## src/rtl/kfli_pkg.sv

```systemverilog
// ----------------------------------------------------------------------------
// kfli_pkg
// Shared types and constants for the keyframe linear interpolator.
// ----------------------------------------------------------------------------
package kfli_pkg;

    localparam int KEYS       = 16;
    localparam int FRAC_BITS  = 16;
    localparam int KEY_IDX_W  = $clog2(KEYS);
    localparam int TIME_W     = 32;
    localparam int VAL_W      = 32;
    localparam int CNT_W      = 5;
    localparam int SEG_W      = 4;
    localparam int STAT_W     = 2;
    localparam int COMP_N     = 3;
    localparam int COMP_W     = 2;
    localparam int FACTOR_W   = 31;
    localparam int DIFF_W     = TIME_W + 1;
    localparam int DVD_W      = TIME_W + FRAC_BITS;
    localparam int PROD_W     = FACTOR_W + DIFF_W;
    localparam int QSTEP_W    = $clog2(FACTOR_W);

    localparam logic [FACTOR_W-1:0] FACTOR_MAX = {FACTOR_W{1'b1}};
    localparam logic [COMP_W-1:0]   COMP_LAST  = COMP_W'(COMP_N - 1);

    typedef enum logic [0:0] {
        OP_WRITE = 1'b0,
        OP_QUERY = 1'b1
    } t_opcode;

    typedef enum logic [STAT_W-1:0] {
        ST_OK      = 2'd0,
        ST_PAST    = 2'd1,
        ST_ZERO    = 2'd2,
        ST_WRITTEN = 2'd3
    } t_status;

    typedef struct packed {
        t_opcode                  opcode;
        logic [3:0]               key_index;
        logic [TIME_W-1:0]        time_value;
        logic signed [VAL_W-1:0]  value_x;
        logic signed [VAL_W-1:0]  value_y;
        logic signed [VAL_W-1:0]  value_z;
    } t_in_item;

    typedef struct packed {
        logic signed [VAL_W-1:0]  out_x;
        logic signed [VAL_W-1:0]  out_y;
        logic signed [VAL_W-1:0]  out_z;
        logic [SEG_W-1:0]         segment;
        t_status                  status;
    } t_out_item;

    typedef logic [COMP_N-1:0][VAL_W-1:0] t_vec3;

    typedef struct packed {
        logic [TIME_W-1:0] key_time;
        t_vec3             val;
    } t_key;

    typedef enum logic [9:0] {
        S_IDLE  = 10'b00_0000_0001,
        S_READ  = 10'b00_0000_0010,
        S_CMP   = 10'b00_0000_0100,
        S_PREP  = 10'b00_0000_1000,
        S_DIVST = 10'b00_0001_0000,
        S_DIVW  = 10'b00_0010_0000,
        S_DELTA = 10'b00_0100_0000,
        S_MUL   = 10'b00_1000_0000,
        S_ACC   = 10'b01_0000_0000,
        S_FIN   = 10'b10_0000_0000
    } t_state;

endpackage

```

## src/rtl/kfli_mul.sv

```systemverilog
// ----------------------------------------------------------------------------
// kfli_mul
// Registered multiplier shared by the three components: factor times
// delta magnitude.
// ----------------------------------------------------------------------------
module kfli_mul import kfli_pkg::*; (
    input  logic                i_clk,
    input  logic                i_en,
    input  logic [FACTOR_W-1:0] i_a,
    input  logic [DIFF_W-1:0]   i_b,
    output logic [PROD_W-1:0]   o_p
);

    logic [PROD_W-1:0] r_p;

    always_ff @(posedge i_clk) begin
        if (i_en) begin
            r_p <= PROD_W'(i_a) * PROD_W'(i_b);
        end
    end

    assign o_p = r_p;

endmodule

```

## config.mk

```make
export PLATFORM = sky130hd
export DESIGN_NAME = kfli_mul
export DESIGN_NICKNAME = d
export VERILOG_FILES = /design/src/rtl/kfli_pkg.sv /design/src/rtl/kfli_mul.sv
export SDC_FILE = /design/constraint.sdc
export NUM_CORES = 2
export LEC_CHECK = 0
export ABC_AREA = 1
export BUFFER_PORTS_ARGS = -buffer_cell sky130_fd_sc_hd__buf_2
export CAP_MARGIN = 10
export CORE_ASPECT_RATIO = 0.5
export CORE_MARGIN = 2
export CORE_UTILIZATION = 25
export CTS_BUF_LIST = sky130_fd_sc_hd__clkbuf_2 sky130_fd_sc_hd__clkbuf_4 sky130_fd_sc_hd__clkbuf_8
export CTS_CLUSTER_DIAMETER = 80
export CTS_CLUSTER_SIZE = 10
export DETAILED_ROUTE_END_ITERATION = 16
export PLACE_DENSITY = 0.36
export SYNTH_ARGS = -nofsm -noshare
export SYNTH_HDL_FRONTEND = slang
export SYNTH_SLANG_ARGS = --single-unit
```

## constraint.sdc

```tcl
create_clock -name i_clk -period 16.3 [get_ports i_clk]
set_input_delay 0 -clock i_clk [delete_from_list [all_inputs] [get_ports i_clk]]
set_output_delay 0 -clock i_clk [all_outputs]
set_load 0.05 [all_outputs]
```

* After elaboration in Yosys (flattened, before gate mapping) *
Index checks and enable logic that the tools add are counted.

storage, ports and cells
  bits in registers = 64
  output and inout bits = 64
  word-level logic and storage cells = 2
  bits in latches = 0
  memories kept = 0
  memory bits (read-only) = 0
  input port bits = 66
  memory bits (writable) = 0

operators by class
  order comparisons = 0
  bitwise logic cells = 0
  eq/ne operators = 0
  multiply operators = 1
  add/sub/neg operators = 0
  reductions and logical operators = 0
  shifts and indexed selects = 0
  divide/modulo/power cells = 0
  muxes and demuxes = 0

operators with widths
  kind                                            count
  31-bit by 33-bit multiplier with 64-bit output  1

* Depth between registers and ports, before layout *
  word-level depth = 1
  gate-level depth with buffers = 33
  depth with buffers taken out = 31

* Worst setup path after synthesis *
Ideal clock, no wire load.

  path kind = input to register
  from = in i_a[7]
  to = reg r_p[62], in the netlist o_p[62] (data pin)
  path buffers = 2
  data required time = 16.048 ns
  arrival time = 5.887 ns
  slack = 10.160 ns
  setup time = 0.252 ns
  stages on the path = 27
  path through = clkbuf_1 > clkbuf_1 > nand2_1 > fa_1 > inv_1 > fa_1 > fa_1 > inv_1 > fa_1 > inv_1 > fa_1 > fa_1 > fa_1 > inv_1 > fa_1 > inv_1 > ha_1 > nand2_1 > nand2_1 > a21oi_1 > nand2_1 > nand2_1 > nand2_1 > a21oi_1 > nand2_1 > nand2_1 > nand2_1

on the way
  word-level cells in the longest chain between the ends = 1

RTL lines
  element                                         RTL line        RTL
  from (decl)                                     kfli_mul.sv:9   input logic [FACTOR_W-1:0] i_a,
  31-bit by 33-bit multiplier with 64-bit output  kfli_mul.sv:18  r_p <= PROD_W'(i_a) * PROD_W'(i_b);
  to (signal assigned)                            kfli_mul.sv:18
  to (decl)                                       kfli_mul.sv:14  logic [PROD_W-1:0] r_p;

No other way between the ends.
A chain may end at the register's enable or synchronous reset.

* Worst setup path in the final report *
  from = in i_b[16]
  to = reg r_p[30], in the netlist o_p[30] (data pin)

on the way
  word-level cells in the longest chain between the ends = 1

RTL lines
  element                                         RTL line        RTL
  from (decl)                                     kfli_mul.sv:10  input logic [DIFF_W-1:0] i_b,
  31-bit by 33-bit multiplier with 64-bit output  kfli_mul.sv:18

No other way between the ends.

==> impl_results.md <==
- Largest net degree at the start of global routing: 65
- 1st-pass router iterations: 6
- Core area: about 0.15 sq mm
- Min-delay worst type: input pin to register
- Horiz. Die Dim: 551 um
- Commonest non-fill, non-tap cell in the layout: inv_1
- Most frequent cells in the layout: inv_1 (1595), nand2_1 (1563), fa_1 (895)
- WS Path Type: input pin to register
- GRT Overall Usage: 0.183
- Max Slew Vio Count: 0
- CP required: 16.40 ns
- CP Launch Type: input pin
- Syn avg cell area: 7.63 sq um
- Num rows: 100
- Clock Pin Slew Worst Setup and Hold Paths: 0.08 ns
- Vias in the first global route: 31941
- Root buffer cell: clkbuf_8
- Share of layout cells above drive strength 1: 0.0400
- Run status: completed
- TNS Setup: 0 ns
- Vert. Die Dim: 278 um
- First-pass GRT wire length: 209000 um
- Min Clock Period, post-route: 7.41 ns
- Crit Path Max Fanout: 31
- IO buf count: 129
- Area Overhead vs Synth: 7.19%
- Hpwl dp: 108000 um
- Max H-tree Level: 3
- Tcrit/Tclk final: 0.455
- Starting DRC count in detailed routing: about 2000
- ANT nets after route: 0
- CTS Hold Buffers Added: 0
- DR WL/cell: 19.8 um
- CP Capture Type: register
- Max Freq: 135 MHz
- GRT overflow: 0
- Synth unique cells: 29
- Max reg flops: between 60 and 70
- Least-Margin Pin Slew: 1.17 ns
- Post-route DRC: 0
- Nets@finish: 6063
- CTS Buf Count: 9
- Die area: around 0.15 sq mm
- Crit path DAT: ~7.5 ns
- WL final: approximately 140000 um
- Routability cong.: 0.851
- Setup violators final: 0
- Clock sink count: 64
- Synthesized net count: around 6100
- CTS Buffer Depth: 2
- Antenna violations before repair: 5
- Slew headroom: 0.223
- Setup bufs post-CTS: 0
- FF+latch count, synth: 64
- CTS tree: yes
- Cell area after synthesis: 0.0374 sq mm
- Max Cap Viol: 0
- Syn. warnings: 0
- RSZ-0062 raised after global routing: false
- Total I/O pin count: 130
- Fin cells: 6840
- Vias: 28994
- Via density: 4.24
- Starting Density: 0.252
- Final hold slack: 0.297 ns
- Final hold violation count: 0
- Syn Inst Count: 4906
- Post-CTS resize count: 0
- Seq/Total Area, Yosys: 0.0513
- Placed cells: 6823
[metrics by stage]
stage	area (sq um)	setup WS, ns	util
finish	40100	8.89	0.270
global route	40100	8.45	0.270
CTS	40100	8.80	0.270
detailed placement	39900	8.46	0.268
global placement	39900	8.37	0.268
floorplan	37400	10.16	-
[cells in the mapped netlist]
library cell,n,area share
inv_1,1595,0.16
and3_1,1,0.00017
o21bai_2,1,0.00030
edfxtp_1,64,0.051
nor3_4,2,0.00087
nand3_2,1,0.00027
inv_2,4,0.00040
clkbuf_1,207,0.021
xnor2_1,3,0.00070
nand2_1,1563,0.16
or2_2,1,0.00017
o21ai_0,2,0.00027
nor2_2,7,0.0012
nand4_1,16,0.0027
nor3_2,5,0.0013
a21oi_1,42,0.0056
nor2_4,1,0.00030
buf_1,16,0.0016
o21ai_1,1,0.00013
ha_1,257,0.086
xor2_1,33,0.0077
and2_1,1,0.00017
nand3_1,62,0.0083
nor4_1,1,0.00017
nor3_1,11,0.0015
fa_1,895,0.48
nor2_1,98,0.0098
nand2_2,5,0.00084
o21bai_1,11,0.0022
[logic make-up after synthesis]
logic type | after synthesis | share of synthesized area
DFF | 64 | 0.0513
xor gates and xnor gates | 36 | 0.00842
adders and majority gates | 1152 | 0.565
buffers and inverters | 1822 | 0.183
and+or+nand+nor | 1775 | 0.184
AOI/OAI and AO/OA | 57 | 0.00852
[layer usage]
metal / global-route usage / up-vias / wire [um]
met1: 0.290 / 14975 / 71000
met2: 0.271 / 653 / 56400
li1: - / 13300 / -
met5: 0 / - / 31
met4: 0.0178 / 4 / 1160
met3: 0.0202 / 62 / 6720
[final timing paths]
check | from | endpoint | slack [ns] | cells past startpoint
worst min-delay path | i_en | o_p[18]$_DFFE_PP_ | 0.30 | 1
worst max-delay path | i_b[16] | o_p[30]$_DFFE_PP_ | 8.89 | 21
[critical path: stages]
cell and delay [ns]:
buf_2 0.75, nand2_1 0.18, fa_1 0.56, fa_1 0.54, fa_1 0.47, fa_1 0.54
inv_1 0.05, fa_1 0.58, fa_1 0.44, fa_1 0.51, inv_1 0.09, fa_1 0.69
inv_1 0.08, ha_1 0.42, nand2_1 0.14, nor2_1 0.26, inv_1 0.10, nor2_1 0.26
a21oi_1 0.14, nand2_2 0.19, xor2_1 0.50
[layout make-up]
class                   count  area (sq um)
clock inverters             6          92.6
diodes                      1          2.50
flip-flops and latches     64          1920
repair buffers            151           813
multi-input cells        3020         28700
well taps                1989          2490
inverters                1599          6000
fillers                 16351        109000
clock buffers              10           131
Power is left out: the tool's default activity adds up to more than one toggle a clock period on the data nets, which glitch-free logic cannot reach.
