<file path="config.mk">
export PLATFORM = sky130hd
export DESIGN_NAME = kfli_div
export DESIGN_NICKNAME = d
export VERILOG_FILES = /design/src/rtl/kfli_pkg.sv /design/src/rtl/kfli_div.sv
export SDC_FILE = /design/constraint.sdc
export NUM_CORES = 1
export LEC_CHECK = 0
export BUFFER_PORTS_ARGS = -buffer_cell sky130_fd_sc_hd__buf_2
export CORE_MARGIN = 5
export CORE_UTILIZATION = 30
export CTS_CLUSTER_SIZE = 24
export DETAILED_ROUTE_END_ITERATION = 10
export PLACE_DENSITY = 0.45
export SYNTH_ARGS = -nofsm -noshare
export SYNTH_HDL_FRONTEND = slang
export SYNTH_SLANG_ARGS = --single-unit
</file>
<file path="constraint.sdc">
create_clock -name i_clk -period 3.08 [get_ports i_clk]
set_input_delay 0.616 -clock i_clk [delete_from_list [all_inputs] [get_ports i_clk]]
set_output_delay 0.616 -clock i_clk [all_outputs]
set_load 0.02 [all_outputs]
</file>
<file path="src/rtl/kfli_pkg.sv">
// ----------------------------------------------------------------------------
// kfli_pkg
// Shared types and constants for the keyframe linear interpolator.
// ----------------------------------------------------------------------------
package kfli_pkg;

    localparam int KEYS       = 16;
    localparam int FRAC_BITS  = 16;
    localparam int KEY_IDX_W  = $clog2(KEYS);
    localparam int TIME_W     = 32;
    localparam int VAL_W      = 32;
    localparam int CNT_W      = 5;
    localparam int SEG_W      = 4;
    localparam int STAT_W     = 2;
    localparam int COMP_N     = 3;
    localparam int COMP_W     = 2;
    localparam int FACTOR_W   = 31;
    localparam int DIFF_W     = TIME_W + 1;
    localparam int DVD_W      = TIME_W + FRAC_BITS;
    localparam int PROD_W     = FACTOR_W + DIFF_W;
    localparam int QSTEP_W    = $clog2(FACTOR_W);

    localparam logic [FACTOR_W-1:0] FACTOR_MAX = {FACTOR_W{1'b1}};
    localparam logic [COMP_W-1:0]   COMP_LAST  = COMP_W'(COMP_N - 1);

    typedef enum logic [0:0] {
        OP_WRITE = 1'b0,
        OP_QUERY = 1'b1
    } t_opcode;

    typedef enum logic [STAT_W-1:0] {
        ST_OK      = 2'd0,
        ST_PAST    = 2'd1,
        ST_ZERO    = 2'd2,
        ST_WRITTEN = 2'd3
    } t_status;

    typedef struct packed {
        t_opcode                  opcode;
        logic [3:0]               key_index;
        logic [TIME_W-1:0]        time_value;
        logic signed [VAL_W-1:0]  value_x;
        logic signed [VAL_W-1:0]  value_y;
        logic signed [VAL_W-1:0]  value_z;
    } t_in_item;

    typedef struct packed {
        logic signed [VAL_W-1:0]  out_x;
        logic signed [VAL_W-1:0]  out_y;
        logic signed [VAL_W-1:0]  out_z;
        logic [SEG_W-1:0]         segment;
        t_status                  status;
    } t_out_item;

    typedef logic [COMP_N-1:0][VAL_W-1:0] t_vec3;

    typedef struct packed {
        logic [TIME_W-1:0] key_time;
        t_vec3             val;
    } t_key;

    typedef enum logic [9:0] {
        S_IDLE  = 10'b00_0000_0001,
        S_READ  = 10'b00_0000_0010,
        S_CMP   = 10'b00_0000_0100,
        S_PREP  = 10'b00_0000_1000,
        S_DIVST = 10'b00_0001_0000,
        S_DIVW  = 10'b00_0010_0000,
        S_DELTA = 10'b00_0100_0000,
        S_MUL   = 10'b00_1000_0000,
        S_ACC   = 10'b01_0000_0000,
        S_FIN   = 10'b10_0000_0000
    } t_state;

endpackage

</file>
<file path="src/rtl/kfli_div.sv">
// ----------------------------------------------------------------------------
// kfli_div
// Restoring divider for the blend factor, one quotient bit per cycle,
// saturating to FACTOR_MAX.
// ----------------------------------------------------------------------------
module kfli_div import kfli_pkg::*; (
    input  logic                i_clk,
    input  logic                i_rst_n,
    input  logic                i_start,
    input  logic [DVD_W-1:0]    i_dividend,
    input  logic [TIME_W-1:0]   i_divisor,
    output logic                o_done,
    output logic [FACTOR_W-1:0] o_quot
);

    localparam int REM_W = TIME_W + 1;
    localparam logic [QSTEP_W-1:0] STEP_LAST = QSTEP_W'(FACTOR_W - 1);

    logic                r_busy;
    logic                r_chk;
    logic                r_done;
    logic                r_sat;
    logic [QSTEP_W-1:0]  r_cnt;
    logic [REM_W-1:0]    r_rem;
    logic [FACTOR_W-1:0] r_low;
    logic [FACTOR_W-1:0] r_q;
    logic [TIME_W-1:0]   r_dvs;

    logic [REM_W-1:0]    w_dvs;
    logic [REM_W-1:0]    w_trial;
    logic                w_ge;
    logic                w_ovf;

    assign w_dvs   = {1'b0, r_dvs};
    assign w_trial = {r_rem[TIME_W-1:0], r_low[FACTOR_W-1]};
    assign w_ge    = (w_trial >= w_dvs);
    // quotient would need more than FACTOR_W bits
    assign w_ovf   = (r_rem >= w_dvs);

    always_ff @(posedge i_clk) begin
        if (!i_rst_n) begin
            r_busy <= 1'b0;
            r_chk  <= 1'b0;
            r_done <= 1'b0;
        end else begin
            r_done <= 1'b0;
            if (i_start) begin
                r_busy <= 1'b1;
                r_chk  <= 1'b1;
            end else if (r_busy && r_chk) begin
                if (w_ovf) begin
                    r_busy <= 1'b0;
                    r_done <= 1'b1;
                end else begin
                    r_chk <= 1'b0;
                end
            end else if (r_busy && (r_cnt == STEP_LAST)) begin
                r_busy <= 1'b0;
                r_done <= 1'b1;
            end
        end
    end

    always_ff @(posedge i_clk) begin
        if (i_start) begin
            r_rem <= REM_W'(i_dividend[DVD_W-1:FACTOR_W]);
            r_low <= i_dividend[FACTOR_W-1:0];
            r_dvs <= i_divisor;
            r_sat <= 1'b0;
            r_cnt <= '0;
            r_q   <= '0;
        end else if (r_busy && r_chk) begin
            r_sat <= w_ovf;
        end else if (r_busy) begin
            r_rem <= w_ge ? (w_trial - w_dvs) : w_trial;
            r_low <= {r_low[FACTOR_W-2:0], 1'b0};
            r_q   <= {r_q[FACTOR_W-2:0], w_ge};
            r_cnt <= r_cnt + 1'b1;
        end
    end

    assign o_done = r_done;
    assign o_quot = r_sat ? FACTOR_MAX : r_q;

endmodule

</file>
Word level (Yosys, flattened, before mapping)
Index checks and enable logic that the tools add are counted.
W data, S select, Z words.
{"block": "classes", "magnitude_cmp": 2, "div": 0, "n_eq_ne": 4, "n_reduce_logical": 10, "muxes": 18, "add_sub_neg": 2, "multipliers": 0, "n_shift": 0, "n_bitwise": 2}
{"op": "$mux W31", "n": 4}
{"op": "$ge A33 B32 Y1", "n": 2}
{"op": "$mux W17", "n": 3}
{"op": "$mux W33", "n": 1}
{"op": "$sub A33 B32 Y33", "n": 1}
{"op": "$mux W1", "n": 10}
{"op": "$reduce_and A2 Y1", "n": 4}
{"op": "$add A5 B1 Y5 const B", "n": 1}
{"op": "$eq A5 B5 Y1 const B", "n": 1}
{"op": "$ne A2 B2 Y1 const B", "n": 2}
{"op": "$reduce_bool A2 Y1", "n": 2}
{"op": "$ne A3 B3 Y1 const B", "n": 1}
{"op": "$reduce_bool A3 Y1", "n": 1}
{"op": "$logic_and A1 B1 Y1", "n": 2}
{"op": "$not A1 Y1", "n": 2}
{"op": "$reduce_or A2 Y1", "n": 1}
{"block": "word_totals", "word_cells": 48, "latchBits": 0, "register_bits": 136, "out_inout_bits": 32, "memories": 0, "ram_bits": 0, "romBits": 0}

Longest topological paths before layout
{"block": "depth", "depth_word": 5, "mapped_depth": 13}

Worst setup path after synthesis
Ideal clock, no wire load.
{"block": "synth_timing", "path_kind": "input port to flip-flop", "startpoint": "in i_start", "endpoint": "reg r_low[0] (enable)", "path_slack_ps": 188, "cell_stages": 5, "arrival_time_ps": 2310, "required_time_ps": 2497, "setup_ps": 583, "path_cell_list": "clkbuf_1 -> inv_1 -> clkbuf_1 -> clkbuf_1 -> nand2_1"}
{"block": "synth_via", "elab_chain_len": 2}
{"item": "start: declaration", "line_no": "kfli_div.sv:9", "text": "input logic i_start,"}
{"item": "$ne A2 B2 Y1 (no line) / $reduce_bool A2 Y1 (equally long branches)"}
{"item": "$reduce_and A2 Y1 (no line) (*)"}
{"item": "end signal: assignment", "line_no": "kfli_div.sv:67", "text": "r_low <= i_dividend[FACTOR_W-1:0];"}
{"item": "end signal: assignment", "line_no": "kfli_div.sv:76", "text": "r_low <= {r_low[FACTOR_W-2:0], 1'b0};"}
{"item": "end: declaration", "line_no": "kfli_div.sv:25", "text": "logic [FACTOR_W-1:0] r_low;"}
Every way passes the cells marked *; elsewhere a longest branch is shown, timed or not.
A chain may end at the register's enable or synchronous reset.

Worst setup path after layout
{"block": "layout_timing", "startpoint": "reg r_rem[1]", "endpoint": "reg r_rem[15] (data pin)"}
{"block": "layout_via", "elab_chain_len": 5}
{"item": "start: declaration", "line_no": "kfli_div.sv:24", "text": "logic [REM_W-1:0] r_rem;"}
{"item": "start signal: assignment", "line_no": "kfli_div.sv:66", "text": "r_rem <= REM_W'(i_dividend[DVD_W-1:FACTOR_W]);"}
{"item": "start signal: assignment", "line_no": "kfli_div.sv:75", "text": "r_rem <= w_ge ? (w_trial - w_dvs) : w_trial;"}
{"item": "$sub A33 B32 Y33 / $ge A33 B32 Y1 (equally long branches)", "line_no": "kfli_div.sv:75, kfli_div.sv:36"}
{"item": "$mux W33 (*)", "line_no": "kfli_div.sv:75"}
{"item": "$mux W17 (*)", "line_no": "kfli_div.sv:74", "text": "end else if (r_busy) begin"}
{"item": "$mux W17 (*)", "line_no": "kfli_div.sv:72", "text": "end else if (r_busy && r_chk) begin"}
{"item": "$mux W17 (*)", "line_no": "kfli_div.sv:65", "text": "if (i_start) begin"}
Every way passes the cells marked *; elsewhere a longest branch is shown, timed or not. The select of a mux whose other input is x is not followed.

==> out/qor.log <==
qor: setup_path.arr_time_crit_path 3.19 ns
qor: setup_path.crit_type reg2reg
qor: sta.setup_ws 0.171 ns
qor: final_layout.drive_above_1_share 0.271
qor: clock_tree.clk-insertion-delay-late 0.42 ns
qor: sta.finalCritPeriodShare 0.945
qor: routing.final_wirelength 20600 um
qor: sta.fin_crit 2.91 ns
qor: placement.placed_wire_length_estimate 14700 um
qor: final_layout.nets 1112
qor: logic_synthesis.synth_flop_cell edfxtp_1
qor: logic_synthesis.synth.yosys.warnings 0
qor: routing.viasPerCell 4.77
qor: routing.drt_pre_antenna_iters 4
qor: logic_synthesis.synth.distinct_cells 59
qor: global_routing.grt_max_degree 113
qor: floorplanning.die-width 174 um
qor: routing.vias 6273
qor: power.pwr_dens 590 nW/um^2
qor: clock_tree.cts_htree_levels 4
qor: setup_path.setup.worst_path.start r_rem[1]
qor: global_routing.grt_pass1_vias 6409
qor: floorplanning.placement_rows 60
qor: power.ir_drop 357 uV
qor: setup_path.timing.rr.start r_rem[1]
qor: final_layout.mostFrequentLayoutCells buf_2, a21oi_1, nand2_1, edfxtp_1, ha_1
qor: status.outcome finished, final reports clean
qor: sta.final-max-slew-violation-count 0
qor: logic_synthesis.postSynthRegisterBits 136
qor: logic_synthesis.synth_enable_flop_cells 80
qor: clock_tree.cts.clk_slew.worst_paths 0.07 ns
qor: logic_synthesis.synth_area 8050 um^2
qor: clock_tree.tritoncts_clock_tree done
qor: sta.max_slew_margin 0.426
qor: routing.remaining_drc_errors 0
qor: global_routing.grt.overflow.total 0
qor: setup_path.critical_path_endpoint_category flop
qor: placement.io_buffers 114
qor: global_routing.grt_pass1_wl 33700 um
qor: logic_synthesis.synth.avg_cell_area 9.68 um^2
qor: logic_synthesis.synth_nets 982
qor: sta.finalSetupViolations 0
qor: floorplanning.die-area 30200 um^2
qor: clock_tree.cts_sinks 136
qor: run.cap_viol_max_count 0
qor: clock_tree.ctsHoldBuffers 0
qor: placement.globalplace.congestion 0.807
qor: routing.ant_nets 0
qor: final_layout.flow.area_growth_from_synthesis 21.9%
qor: floorplanning.die_h 174 um
qor: logic_synthesis.postSynthCellCount 832
qor: sta.timing_hold_violations_final 0
qor: floorplanning.placeableCoreArea 26700 um^2
qor: global_routing.grt_util_all_layers 0.137
qor: setup_path.critical-path-top-delay-family compound AO/OA/AOI/OAI gates
qor: clock_tree.tritoncts.num_buffers 17
qor: clock_tree.cts_root_buf clkbuf_16
qor: floorplanning.boundaryPins 115
qor: final_layout.most_common_cell_after_layout_fill_and_taps_aside buf_2
qor: placement.place_area 9170 um^2
qor: setup_path.worst_path_largest_cell_delay 0.46 ns
qor: floorplanning.starting_utilization_of_the_core_area 0.302
qor: routing.first_iter_violations 364
qor: setup_path.critical_path.startpoint_type flop
qor: power.pleak 4.24 nW
qor: global_routing.number_of_antenna_violations_at_the_first_check_in_global_routing 0
qor: final_layout.antenna_cells 0
qor: setup_path.path_cells ha_4 > nand3_1 > o21bai_4 > a21oi_4 > o211ai_2 > a31o_1 > a211o_4 > nand2_4 > buf_12 > mux2_2 > a21oi_1
qor: routing.wl_per_cell 15.6 um
qor: sta.max_slew.worst_pin.slew 0.860 ns
qor: min_path.min-delay-start i_divisor[3]
qor: setup_path.critPathMaxFanout 11
qor: logic_synthesis.async_flop_share 0
qor: sta.achievable-frequency 0.344 GHz
qor: final_layout.stdcell_area 9820 um^2
qor: placement.dp_worst_setup_slack -0.00950 ns
qor: sta.worst_setup_skew_after_layout 0.0105 ns
qor: setup_path.worstPathRequired 3.36 ns
qor: setup_path.worst-path-buf-inv 1
qor: logic_synthesis.seq_area_frac_synth 0.438
qor: setup_path.critPathSlowestCell edfxtp_1
qor: sta.timing.setup.tns 0 ns
qor: min_path.hold_path_class in2reg
qor: clock_tree.clockBufferDepth 2
==> final timing paths <==
kind               end  slack, ns  depth (start not counted)
max          r_rem[15]       0.17                         11
min           r_dvs[3]       0.36                          1
max reg2reg  r_rem[15]       0.17                         11
min reg2reg    r_q[30]       0.46                          2
==> metal layers <==
metal,share of wire,track usage,up-vias
met5,0,0,-
met4,0.0074,0.0277,0
met3,0.033,0.0288,10
met2,0.47,0.223,96
met1,0.49,0.189,2924
li1,-,-,3243
==> metrics by stage <==
step | std cells | utilization | hold WS [ns] | power (mW)
floorplan | 832 | - | 0.432 | 3.33
global route | 1316 | 0.368 | 0.341 | 6.16
detailed placement | 1282 | 0.344 | 0.445 | 3.81
global placement | 1282 | 0.344 | 0.442 | 3.81
CTS | 1314 | 0.365 | 0.342 | 5.85
finish | 1316 | 0.368 | 0.365 | 5.79
==> final cells by class <==
class	count	area, um^2
sequential	136	3520
multi-input combinational	615	4290
timing repair buffer	146	851
inverter	46	173
clock buffer	17	425
fill	2718	16800
clock inverter	15	131
tap	341	427
==> where the power goes <==
group          leakage, nW  switching, mW  internal [mW]  total, mW
Combinational         2.72          0.888          0.709       1.60
Clock                0.275          0.928           1.06       1.99
Sequential            1.24         0.0964           2.10       2.20
Total                 4.24           1.91           3.88       5.79
==> registers in the layout (all words and copies together), names as in the netlist <==
signal  cells
r_low      31
r_dvs      32
r_cnt       5
r_chk       1
r_rem      33
r_busy      1
o_done      1
r_q        31
r_sat       1
==> cells in the mapped netlist, types with 2 or more instances <==
cell type	number	area [um^2]
o21ai_0	34	170
xor2_1	8	70.1
o21ai_1	3	15.0
and2_1	7	43.8
inv_1	46	173
buf_1	7	26.3
or2_2	32	200
clkbuf_1	22	82.6
buf_2	2	10.0
edfxtp_1	80	2400
o21a_1	4	30.0
ha_1	66	826
nor4_1	2	12.5
a211oi_1	7	52.6
o21bai_1	2	15.0
nand4_1	16	100
dfxtp_1	56	1120
a2bb2oi_1	3	26.3
a31oi_1	5	31.3
nor2_1	46	173
mux2i_1	24	240
and3_1	3	18.8
mux2_2	33	372
a21o_1	21	158
nor3_1	7	35.0
buf_6	3	33.8
nand3_1	6	30.0
o211ai_1	7	52.6
nor2b_1	5	31.3
nand2_1	104	390
a211o_1	2	17.5
xnor2_1	23	201
a21boi_0	3	22.5
a21oi_1	112	561
nor3b_1	2	15.0
nand2b_1	6	37.5
==> timing repair <==
action | in CTS | in global routing
setup endpoints to repair | 3 | 28
buffers inserted | 0 | 2
pin swaps | 0 | 2
gates resized for setup | 2 | 11
==> cell families after synthesis <==
kind of cell               count (synthesis)  synth area share
DFF                                      136             0.438
xor gates and xnor gates                  31            0.0337
and+or+nand+nor                          240             0.139
AOI/OAI and AO/OA                        220             0.168
adders and majority gates                 67             0.105
buffers and inverters                     81            0.0410
muxes                                     57            0.0760
(Power assumes the default switching activity.)
